==> config.mk <==
export PLATFORM = sky130hd
export DESIGN_NAME = lzss_decoder_8bit_window_top_flat
export DESIGN_NICKNAME = d
export VERILOG_FILES = /design/src/rtl/lzd_pkg.sv /design/src/rtl/lzd_if.sv /design/src/rtl/lzss_decoder_8bit_window_top.sv /design/src/rtl/lzd_ram.sv /design/src/rtl/lzd_bitbuf.sv /design/src/flat_wrapper.sv
export SDC_FILE = /design/constraint.sdc
export NUM_CORES = 2
export LEC_CHECK = 0
export BUFFER_PORTS_ARGS = -buffer_cell sky130_fd_sc_hd__buf_2
export CAP_MARGIN = 15
export CORE_MARGIN = 2
export CORE_UTILIZATION = 40
export CTS_BUF_LIST = sky130_fd_sc_hd__clkbuf_2 sky130_fd_sc_hd__clkbuf_4 sky130_fd_sc_hd__clkbuf_8
export CTS_CLUSTER_DIAMETER = 80
export CTS_CLUSTER_SIZE = 20
export DETAILED_ROUTE_END_ITERATION = 16
export PLACE_DENSITY = 0.58
export SLEW_MARGIN = 0
export SYNTH_ARGS = -nofsm -noshare
export SYNTH_HDL_FRONTEND = slang
export SYNTH_SLANG_ARGS = --single-unit
==> constraint.sdc <==
create_clock -name clk -period 5.6 [get_ports clk]
set_clock_uncertainty 0.1 [all_clocks]
set_input_delay 1.12 -clock clk [delete_from_list [all_inputs] [get_ports clk]]
set_output_delay 1.12 -clock clk [all_outputs]
set_load 0.05 [all_outputs]
==> src/rtl/lzd_pkg.sv <==
// shared constants, helper functions and control structs for the lzss decoder
// depends on nothing; the top level, lzd_bitbuf and the testbench import it
package lzd_pkg;

  localparam int WIN_BITS_DEFAULT    = 8;
  localparam int LENGTH_BITS_DEFAULT = 4;
  localparam int BYTE_BITS           = 8;
  localparam int OUT_LEN_BITS        = 32;
  localparam int LIT_TOKEN_BITS      = 1 + BYTE_BITS;

  // flag bit, window position and count field
  function automatic int match_token_bits(input int wbits, input int lbits);
    return 1 + wbits + lbits;
  endfunction

  // shortest copy: a match token must never expand the data
  function automatic int match_min(input int wbits, input int lbits);
    return (match_token_bits(wbits, lbits) + 7) >> 3;
  endfunction

  function automatic int max_results(input int wbits, input int lbits);
    return (1 << lbits) + match_min(wbits, lbits) - 1;
  endfunction

  // first write position, taken modulo the window size
  function automatic int window_start(input int wbits, input int lbits);
    return ((2 << wbits) - max_results(wbits, lbits)) & ((1 << wbits) - 1);
  endfunction

  typedef struct packed {
    logic clear;
    logic append;
    logic take_lit;
    logic take_match;
  } bb_cmd_t;

  typedef struct packed {
    logic token_ready;
    logic flag;
  } bb_stat_t;

endpackage

==> src/rtl/lzd_if.sv <==
// valid/ready channel interfaces for compressed input and decompressed output
// depends on nothing
interface lzd_in_if;
  logic       valid;
  logic       ready;
  logic [7:0] in_byte;
  logic       start_of_stream;

  modport source (output valid, in_byte, start_of_stream, input ready);
  modport sink (input valid, in_byte, start_of_stream, output ready);
endinterface

interface lzd_out_if;
  logic       valid;
  logic       ready;
  logic [7:0] out_byte;
  logic       last_of_run;
  logic       stream_done;

  modport source (output valid, out_byte, last_of_run, stream_done, input ready);
  modport sink (input valid, out_byte, last_of_run, stream_done, output ready);
endinterface

==> src/rtl/lzss_decoder_8bit_window_top.sv <==
// lzss decoder top level: sequencer, window ram and output register
// depends on lzd_pkg, lzd_if, lzd_ram and lzd_bitbuf
//
// usage:
// - code carries compressed bytes, msb first; a word with start_of_stream set
//   clears the window, pointers and counts before its byte is decoded
// - data carries one decompressed byte per word; last_of_run marks the final
//   byte caused by one input word, stream_done the byte that reaches
//   out_length
// - cfg_we/cfg_wdata set out_length; write it while the block is idle
// - code.ready is high only while the sequencer waits for a byte; a literal
//   passes through a single emit step, while each byte copied by a match
//   needs one window ram read and one emit step
// - a start marker adds a window clearing sweep over all 2^WIN_BITS entries
//   (256 by default), one ram entry a cycle
// - after reset the same sweep runs before code.ready first rises
// - once out_length bytes are produced, input words are swallowed with no
//   output until the next start marker or a larger out_length
// - the output is a single register; a stalled receiver holds the sequencer
//   in its emit step, no byte is dropped
module lzss_decoder_8bit_window_top
  import lzd_pkg::*;
#(
  parameter int WIN_BITS    = WIN_BITS_DEFAULT,
  parameter int LENGTH_BITS = LENGTH_BITS_DEFAULT
) (
  input  logic                    clk,
  input  logic                    rst,
  lzd_in_if.sink                  code,
  lzd_out_if.source               data,
  input  logic                    cfg_we,
  input  logic [OUT_LEN_BITS-1:0] cfg_wdata
);

  localparam int WIN_SIZE = 1 << WIN_BITS;
  localparam int MIN_RUN  = match_min(WIN_BITS, LENGTH_BITS);
  localparam int MAX_RUN  = max_results(WIN_BITS, LENGTH_BITS);
  localparam int RUN_BITS = $clog2(MAX_RUN + 1);
  localparam logic [WIN_BITS-1:0] WIN_START =
    WIN_BITS'(window_start(WIN_BITS, LENGTH_BITS));

  localparam logic [2:0] S_CLEAR  = 3'd0;
  localparam logic [2:0] S_IDLE   = 3'd1;
  localparam logic [2:0] S_DECODE = 3'd2;
  localparam logic [2:0] S_READ   = 3'd3;
  localparam logic [2:0] S_EMIT   = 3'd4;

  logic [2:0]              state, state_next;
  logic [OUT_LEN_BITS-1:0] out_length;
  logic [OUT_LEN_BITS-1:0] produced;
  logic [WIN_BITS-1:0]     wp;
  logic [WIN_BITS-1:0]     clr_addr;
  logic                    pend;
  logic                    is_lit;
  logic [RUN_BITS-1:0]     rem;
  logic                    out_valid;

  logic [BYTE_BITS-1:0]    held_byte;
  logic [BYTE_BITS-1:0]    lit_byte;
  logic [WIN_BITS-1:0]     rd_pos;
  logic [BYTE_BITS-1:0]    out_byte;
  logic                    out_last;
  logic                    out_done;

  bb_cmd_t                 bb_cmd;
  bb_stat_t                bb_stat;
  logic [BYTE_BITS-1:0]    bb_byte;
  logic [BYTE_BITS-1:0]    bb_lit;
  logic [WIN_BITS-1:0]     bb_pos;
  logic [LENGTH_BITS-1:0]  bb_len;

  logic                    ram_we, ram_re;
  logic [WIN_BITS-1:0]     ram_waddr;
  logic [BYTE_BITS-1:0]    ram_wdata, ram_rdata;

  logic                    accept, out_free, below, reach, emit_last, load_out;
  logic [BYTE_BITS-1:0]    emit_byte;

  assign accept    = code.valid && code.ready;
  assign out_free  = !out_valid || data.ready;
  assign below     = produced < out_length;
  assign reach     = (produced + OUT_LEN_BITS'(1)) == out_length;
  assign emit_byte = is_lit ? lit_byte : ram_rdata;
  // last byte of this input word: length reached or no further full token
  assign emit_last = reach || ((rem == RUN_BITS'(1)) && !bb_stat.token_ready);

  assign code.ready       = (state == S_IDLE);
  assign data.valid       = out_valid;
  assign data.out_byte    = out_byte;
  assign data.last_of_run = out_last;
  assign data.stream_done = out_done;

  assign bb_byte = (state == S_CLEAR) ? held_byte : code.in_byte;

  lzd_bitbuf #(
    .WIN_BITS    (WIN_BITS),
    .LENGTH_BITS (LENGTH_BITS)
  ) u_bitbuf (
    .clk     (clk),
    .rst     (rst),
    .cmd     (bb_cmd),
    .byte_in (bb_byte),
    .stat    (bb_stat),
    .lit     (bb_lit),
    .pos     (bb_pos),
    .len     (bb_len)
  );

  lzd_ram #(
    .WIDTH (BYTE_BITS),
    .DEPTH (WIN_SIZE)
  ) u_window (
    .clk   (clk),
    .we    (ram_we),
    .waddr (ram_waddr),
    .wdata (ram_wdata),
    .re    (ram_re),
    .raddr (rd_pos),
    .rdata (ram_rdata)
  );

  always_comb begin
    state_next = state;
    bb_cmd     = '0;
    ram_we     = 1'b0;
    ram_re     = 1'b0;
    ram_waddr  = wp;
    ram_wdata  = emit_byte;
    load_out   = 1'b0;
    unique case (state)
      S_CLEAR: begin
        ram_we    = 1'b1;
        ram_waddr = clr_addr;
        ram_wdata = '0;
        if (clr_addr == {WIN_BITS{1'b1}}) begin
          // produced is zero here, so any nonzero length lets the byte in
          if (pend && (out_length != '0)) begin
            bb_cmd.append = 1'b1;
            state_next    = S_DECODE;
          end else begin
            state_next = S_IDLE;
          end
        end
      end
      S_IDLE: begin
        if (accept) begin
          if (code.start_of_stream) begin
            bb_cmd.clear = 1'b1;
            state_next   = S_CLEAR;
          end else if (below) begin
            bb_cmd.append = 1'b1;
            state_next    = S_DECODE;
          end
        end
      end
      S_DECODE: begin
        if (below && bb_stat.token_ready) begin
          if (bb_stat.flag) begin
            bb_cmd.take_lit = 1'b1;
            state_next      = S_EMIT;
          end else begin
            bb_cmd.take_match = 1'b1;
            state_next        = S_READ;
          end
        end else begin
          state_next = S_IDLE;
        end
      end
      S_READ: begin
        ram_re     = 1'b1;
        state_next = S_EMIT;
      end
      S_EMIT: begin
        if (out_free) begin
          load_out = 1'b1;
          ram_we   = 1'b1;
          if ((rem == RUN_BITS'(1)) || reach) begin
            state_next = S_DECODE;
          end else begin
            state_next = S_READ;
          end
        end
      end
      default: begin
        state_next = S_IDLE;
      end
    endcase
  end

  always_ff @(posedge clk) begin
    if (rst) begin
      state      <= S_CLEAR;
      out_length <= '0;
      produced   <= '0;
      wp         <= WIN_START;
      clr_addr   <= '0;
      pend       <= 1'b0;
      is_lit     <= 1'b0;
      rem        <= '0;
      out_valid  <= 1'b0;
    end else begin
      state <= state_next;
      if (cfg_we) begin
        out_length <= cfg_wdata;
      end
      if (state == S_CLEAR) begin
        clr_addr <= clr_addr + WIN_BITS'(1);
        if (clr_addr == {WIN_BITS{1'b1}}) begin
          pend <= 1'b0;
        end
      end
      if (accept && code.start_of_stream) begin
        produced <= '0;
        wp       <= WIN_START;
        clr_addr <= '0;
        pend     <= 1'b1;
      end
      if (bb_cmd.take_lit) begin
        is_lit <= 1'b1;
        rem    <= RUN_BITS'(1);
      end else if (bb_cmd.take_match) begin
        is_lit <= 1'b0;
        rem    <= RUN_BITS'(bb_len) + RUN_BITS'(MIN_RUN);
      end
      if (load_out) begin
        wp        <= wp + WIN_BITS'(1);
        produced  <= produced + OUT_LEN_BITS'(1);
        rem       <= rem - RUN_BITS'(1);
        out_valid <= 1'b1;
      end else if (data.ready) begin
        out_valid <= 1'b0;
      end
    end
  end

  // payload registers
  always_ff @(posedge clk) begin
    if (accept) begin
      held_byte <= code.in_byte;
    end
    if (bb_cmd.take_lit) begin
      lit_byte <= bb_lit;
    end
    if (bb_cmd.take_match) begin
      rd_pos <= bb_pos;
    end else if (load_out) begin
      rd_pos <= rd_pos + WIN_BITS'(1);
    end
    if (load_out) begin
      out_byte <= emit_byte;
      out_last <= emit_last;
      out_done <= reach;
    end
  end

endmodule

==> src/rtl/lzd_ram.sv <==
// generic single write, single read ram with registered read data
// depends on nothing
module lzd_ram #(
  parameter int WIDTH = 8,
  parameter int DEPTH = 256
) (
  input  logic                     clk,
  input  logic                     we,
  input  logic [$clog2(DEPTH)-1:0] waddr,
  input  logic [WIDTH-1:0]         wdata,
  input  logic                     re,
  input  logic [$clog2(DEPTH)-1:0] raddr,
  output logic [WIDTH-1:0]         rdata
);

  logic [WIDTH-1:0] mem [DEPTH];

  always_ff @(posedge clk) begin
    if (we) begin
      mem[waddr] <= wdata;
    end
    if (re) begin
      rdata <= mem[raddr];
    end
  end

endmodule

==> src/rtl/lzd_bitbuf.sv <==
// bit accumulator: appends compressed bytes, checks for a complete token and
// strips tokens msb first through separate flag, literal and match shifters; uses lzd_pkg
module lzd_bitbuf
  import lzd_pkg::*;
#(
  parameter int WIN_BITS    = WIN_BITS_DEFAULT,
  parameter int LENGTH_BITS = LENGTH_BITS_DEFAULT
) (
  input  logic                   clk,
  input  logic                   rst,
  input  bb_cmd_t                cmd,
  input  logic [BYTE_BITS-1:0]   byte_in,
  output bb_stat_t               stat,
  output logic [BYTE_BITS-1:0]   lit,
  output logic [WIN_BITS-1:0]    pos,
  output logic [LENGTH_BITS-1:0] len
);

  localparam int MATCH_BITS = match_token_bits(WIN_BITS, LENGTH_BITS);
  localparam int ACC_BITS   = MATCH_BITS + 7;
  localparam int CNT_BITS   = $clog2(ACC_BITS + 1);

  localparam logic [CNT_BITS-1:0] LIT_N   = CNT_BITS'(LIT_TOKEN_BITS);
  localparam logic [CNT_BITS-1:0] MATCH_N = CNT_BITS'(MATCH_BITS);
  localparam logic [CNT_BITS-1:0] BYTE_N  = CNT_BITS'(BYTE_BITS);
  localparam logic [CNT_BITS-1:0] ONE_N   = CNT_BITS'(1);

  logic [ACC_BITS-1:0] acc, acc_next;
  logic [CNT_BITS-1:0] count, count_next;
  logic [ACC_BITS-1:0] flag_word, lit_word, match_word;
  logic [CNT_BITS-1:0] take_n, rest;

  // oldest pending bit sits at position count-1
  assign flag_word  = acc >> (count - ONE_N);
  assign lit_word   = acc >> (count - LIT_N);
  assign match_word = acc >> (count - MATCH_N);

  assign stat.flag        = flag_word[0];
  assign stat.token_ready = (count >= ONE_N) &&
                            (count >= (flag_word[0] ? LIT_N : MATCH_N));

  assign lit = lit_word[BYTE_BITS-1:0];
  assign pos = match_word[LENGTH_BITS +: WIN_BITS];
  assign len = match_word[LENGTH_BITS-1:0];

  assign take_n = cmd.take_lit ? LIT_N : MATCH_N;
  assign rest   = count - take_n;

  always_comb begin
    acc_next   = acc;
    count_next = count;
    if (cmd.clear) begin
      acc_next   = '0;
      count_next = '0;
    end else if (cmd.append) begin
      acc_next   = (acc << BYTE_BITS) | ACC_BITS'(byte_in);
      count_next = count + BYTE_N;
    end else if (cmd.take_lit || cmd.take_match) begin
      acc_next   = acc & ~({ACC_BITS{1'b1}} << rest);
      count_next = rest;
    end
  end

  always_ff @(posedge clk) begin
    if (rst) begin
      acc   <= '0;
      count <= '0;
    end else begin
      acc   <= acc_next;
      count <= count_next;
    end
  end

endmodule

==> src/flat_wrapper.sv <==
// flat-port wrapper written by rule: the top's interface ports become plain ports
module lzss_decoder_8bit_window_top_flat import lzd_pkg::*;
#(
  parameter int WIN_BITS    = WIN_BITS_DEFAULT,
  parameter int LENGTH_BITS = LENGTH_BITS_DEFAULT
)
  (clk, rst, cfg_we, cfg_wdata, code_valid, code_in_byte, code_start_of_stream, code_ready, data_valid, data_out_byte, data_last_of_run, data_stream_done, data_ready);
  lzd_in_if code_i ();
  lzd_out_if data_i ();
  input  logic clk;
  input  logic rst;
  input  logic cfg_we;
  input  logic [OUT_LEN_BITS-1:0] cfg_wdata;
  input wire logic [$bits(code_i.valid)-1:0] code_valid;
  input wire logic [$bits(code_i.in_byte)-1:0] code_in_byte;
  input wire logic [$bits(code_i.start_of_stream)-1:0] code_start_of_stream;
  output wire logic [$bits(code_i.ready)-1:0] code_ready;
  output wire logic [$bits(data_i.valid)-1:0] data_valid;
  output wire logic [$bits(data_i.out_byte)-1:0] data_out_byte;
  output wire logic [$bits(data_i.last_of_run)-1:0] data_last_of_run;
  output wire logic [$bits(data_i.stream_done)-1:0] data_stream_done;
  input wire logic [$bits(data_i.ready)-1:0] data_ready;
  assign code_i.valid = code_valid;
  assign code_i.in_byte = code_in_byte;
  assign code_i.start_of_stream = code_start_of_stream;
  assign code_ready = code_i.ready;
  assign data_valid = data_i.valid;
  assign data_out_byte = data_i.out_byte;
  assign data_last_of_run = data_i.last_of_run;
  assign data_stream_done = data_i.stream_done;
  assign data_i.ready = data_ready;
  lzss_decoder_8bit_window_top #(.WIN_BITS(WIN_BITS), .LENGTH_BITS(LENGTH_BITS)) u_core (.clk(clk), .rst(rst), .code(code_i), .data(data_i), .cfg_we(cfg_we), .cfg_wdata(cfg_wdata));
endmodule
Word-level counts from Yosys, hierarchy flattened
Memory sizes are Yosys's and may differ from the RTL's. A register that Yosys moved wholly into a read port is not among the register bits.
Index checks and enable logic that the tools add are counted.

storage, ports and cells
  bits in writable memories = 2048
  word-level logic and storage cells = 130
  memories = 1
  register bits after elaboration = 150
  output and inout bits = 12
  input bits = 46

memories
  name                 words  bits a word  read ports  clocked after Yosys merged registers in  wr ports  line           RTL
  u_core.u_window.mem  256    8            1           1                                        1         lzd_ram.sv:16  logic [WIDTH-1:0] mem [DEPTH];

operators by class
  magnitude comparators = 3
  reductions and logical operators = 26
  shift operators = 4
  bitwise gates (word level) = 3
  mux-type cells = 54
  add/sub/neg operators = 11
  equal/unequal tests = 11

operators by type and width
  kind                   count
  $mux 32                2
  $mux 8                 8
  $mux 20                2
  $add 32x1->32 const B  1
  $eq 32x32->1           1
  $lt 32x32->1           1
  $reduce_bool 32->1     1
  $mux 3                 9
  $mux 5                 5
  $add 8x1->8 const B    3
  $mux 1                 21
  $and 20x20->20         1
  $not 20->20            1
  $or 20x8->20           1
  $shl 20x5->20 const A  1
  $shr 20x5->1           1
  $shr 20x5->12          1
  $shr 20x5->8           1
  $pmux 3 s5             1
  $reduce_bool 2->1      7
  $sub 5x1->5 const B    2
  $sub 5x4->5 const B    2
  $eq 8x8->1 const B     1
  $mux 2                 4
  other kinds (21)       34

Depth between registers and ports, before layout
  word-level depth = 15
  gate-level depth with buffers = 28
  depth with buffers taken out = 25

Modules after synthesis
A second synthesis with hierarchy kept.

second synthesis, totals
  cell total of the unflattened synthesis = 4927
  area, all modules = 89854.9 um^2

by module, submodules not included
  module                        cells each  sequential area each (um^2)  area each (um^2)  times used
  lzd_ram                       3733        61739.2                      79636.4           1
  lzss_decoder_8bit_window_top  877         2842.7                       7607.3            1
  lzd_bitbuf                    317         500.5                        2611.3            1

Least setup slack after synthesis
No wires, ideal clock.

  path type = register to register
  start point = register u_core.u_bitbuf.count[0]
  end point = register u_core.u_bitbuf.acc[1]
  buffers on the path = 4
  clock period less this slack = 5.877 ns
  setup time = 0.137 ns
  data required time = 5.363 ns
  data arrival time = 5.639 ns
  stages on the path, launching flop included = 28
  slack = -0.277 ns
  cell sequence = dfxtp_1 buf_2 inv_2 ha_1 clkbuf_1 xnor2_1 mux2_2 nand2b_1 a21oi_1 nor2_1 inv_1 ha_1 o21a_1 o21ai_0 o32ai_1 a21o_1 and3_1 nand3_1 buf_2 nor2_1 ha_1 nor2b_1 o21ai_0 xnor2_1 clkbuf_1 nand3_1 o21ai_0 a211oi_1

RTL lines
  element                 line              RTL
  start, declared         lzd_bitbuf.sv:29  logic [CNT_BITS-1:0] count, count_next;
  start signal, assigned  lzd_bitbuf.sv:70  count <= count_next;
  end signal, assigned    lzd_bitbuf.sv:69  acc <= acc_next;
  end, declared           lzd_bitbuf.sv:28  logic [ACC_BITS-1:0] acc, acc_next;

==> impl_metrics.ini <==
[timing]
finalMaxSlewViolations = 0
layout_min_cycle_time_ns = 5.15
rsz0062_at_grt = false
max_freq_mhz = 194
finalHoldViolCount = 0
worst_pin_slew_ns = 1.27
finalCritPeriodShare_pct = 92.0
setup_violations = 0
tns_ns = 0
relSlewSlack_pct = 14.9

[route]
routed_wl_mm = 235
postRouteAntennaNets = 0
drt_iter0_drc = 5545
first_pass_iters = 6
wl_per_cell_um = 29.4
vias = 46600
drc = 0
via_per_inst = 5.84

[setup_path]
cp.arrival_ns = 5.83
worstSetupStartpoint = u_core.u_bitbuf.count[1]
reg2reg_from = u_core.u_bitbuf.count[1]
ff2ff_path_depth = 25
r2r_setup_slack_ns = 0.45
crit_cells = 25
cpMaxStageDelayCell = ha_4
critPathBufInv = 2
path_max_fanout = 10
critPathKind = reg2reg
critPathMaxStageDelay_ns = 0.38
cp-start-kind = flip-flop
reg2reg_to = u_core.u_bitbuf.acc[6]
worst_setup_path_end_kind = flip-flop
required_ns = 6.28
crit_family = simple AND/OR/NAND/NOR gates
critPathCapture = u_core.u_bitbuf.acc[6]
crit_path_frequent_cell = a21oi_1

[clock_network]
clk_latency_ns = 0.97
cts_setup_buffers = 0
post_cts_resized = 0
clk_pin_slew_ns = 0.11
cts_sinks = 2206
cts-root-buf = clkbuf_8
cts_made_buffers = 137
cts_tree = built
htreeDepth = 4
clockBufferDepth = 3
cts_hold_buf = 0

[layout]
seq_area_mm2 = 0.0651
multi_input_area_mm2 = 0.0232
final_util_pct = 43.1
syn2layout_area_growth_pct = 7.40
fillCellCount = 19300
drive_gt1_share_pct = 19.2
fin_nets = 5037

[synthesis]
seq_area_frac_synth_pct = 72.4
synth_cells = 4895
ys_warn_count = 0
synthesis.area_mm2 = 0.0899
yosysTopAreaCellShare_pct = 69.8
synth_edf_count = 2090
ys.flop_type = edfxtp_1
synth_top_cell_by_area = edfxtp_1
syn_area_per_cell_um2 = 18.4
ys_top_cells_by_area = edfxtp_1 (70%), mux4_2 (12%), mux2i_1 (3.3%)
synth.most_common_cell = edfxtp_1
synthArstFlopShare_pct = 0
synth.net_count = 4988
ys_ff_latch = 2206
synthDistinctLibCells = 76
yosys-top-cells-count = edfxtp_1 (2090), mux4_2 (497), nor2_1 (387)

[global_routing]
grt_antenna_before_repair = 9
grt_first_pass_wirelength_mm = 337
grt_max_degree = 162
grt_pass1_vias = 45900
grt_overflow_total = 0
grt_util_all_layers_pct = 20.3

[status]
status = finished clean

[die]
num_rows = 174
die-width_um = 478
fp.dieH_um = 478
coreArea_mm2 = 0.224
ios = 58
start_util_pct = 40.1
dieArea_mm2 = 0.229

[power]
power_mw = 25.9
irDropWorstVdd_mv = 0.256
power_density_mw_per_mm2 = 268
p_leak_nw = 33.1

[placement]
io_buffers = 57
gp_congestion = 0.870
dp_hpwl_mm = 145

[run]
cap_viol_max_count = 0

[worst_hold_path]
hp-class = in2reg
## how the worst min path moves through the flow
stage | startpoint | to | slack (ns) | depth (start not counted)
6_report | code_in_byte[2] | u_core.held_byte[2] | 0.26 | 1
5_1_grt | code_in_byte[1] | u_core.held_byte[1] | 0.20 | 1
4_1_cts | code_in_byte[2] | u_core.held_byte[2] | 0.14 | 1
3_5_place_dp | u_core.pend | u_core.pend | 0.38 | 2
3_3_place_gp | u_core.pend | u_core.pend | 0.37 | 2
2_1_floorplan | u_core.pend | u_core.pend | 0.35 | 2
## cells by family (layout without fill, tap and decap cells)
logic type,Yosys count,after routing,share of synthesized area [%]
DFF,2206,2206,72.4
and+or+nand+nor,862,862,4.30
muxes,803,803,15.9
AOI/OAI and AO/OA,533,533,4.04
buffers and inverters,367,461,1.97
xor gates and xnor gates,77,77,0.759
adders and majority gates,47,47,0.654
other,0,2,0
## flip-flops by register name, summed over array words and instances (netlist names), 20 cells and up
register             cells
u_core.u_window.mem   2048
u_core.out_length       32
u_core.produced         32
u_core.u_bitbuf.acc     20
## per-stage QoR
stage	area, µm²	setup WS, ns	cells	hold WS [ns]
2_1_floorplan	89900	0.0408	4895	0.350
3_3_place_gp	94100	0.0706	7796	0.368
3_5_place_dp	94100	0.125	7796	0.381
4_1_cts	96500	0.0751	7980	0.142
5_1_grt	96600	0.0232	7983	0.203
6_report	96600	0.448	7983	0.256
## layout make-up
class | instances | area share (%)
Clock inverter | 34 | 0.421
Sequential cell | 2206 | 67.4
Inverter | 62 | 0.246
Clock buffer | 150 | 2.09
Timing Repair Buffer | 215 | 1.95
Antenna cell | 2 | 0.00518
Tap cell | 2992 | 3.88
Multi-Input combinational cell | 2322 | 24.0
## layer usage
layer | global-route usage [%] | share of wire, %
met5 | 0 | 0.0055
met4 | 5.04 | 2.3
met3 | 3.20 | 6.9
met2 | 32.7 | 48
met1 | 28.8 | 42
## layout by cell type, fill, tap and decap left out, drive strengths merged, types with 19 or more instances in the layout
cell type | Yosys | layout
nand4 | 31 | 31
clkbuf | 165 | 150
nand3 | 57 | 57
nor3 | 44 | 44
nand3b | 20 | 20
xor2 | 28 | 28
xnor2 | 49 | 49
mux4 | 497 | 497
o221ai | 112 | 112
o22ai | 64 | 64
o21ai | 81 | 81
dfxtp | 116 | 116
buf | 140 | 215
a31oi | 19 | 19
a21oi | 120 | 120
a211oi | 32 | 32
and3 | 26 | 26
edfxtp | 2090 | 2090
nor2 | 387 | 387
and2 | 26 | 26
nand2 | 205 | 205
mux2i | 292 | 292
ha | 47 | 47
inv | 56 | 68
## power by group
group | internal [mW] | switching (mW)
logic | 0.0802 | 0.180
registers | 17.8 | 0.0297
clock network | 2.68 | 5.10
total | 20.5 | 5.31
Note: power is estimated with default switching activity, not from simulation.
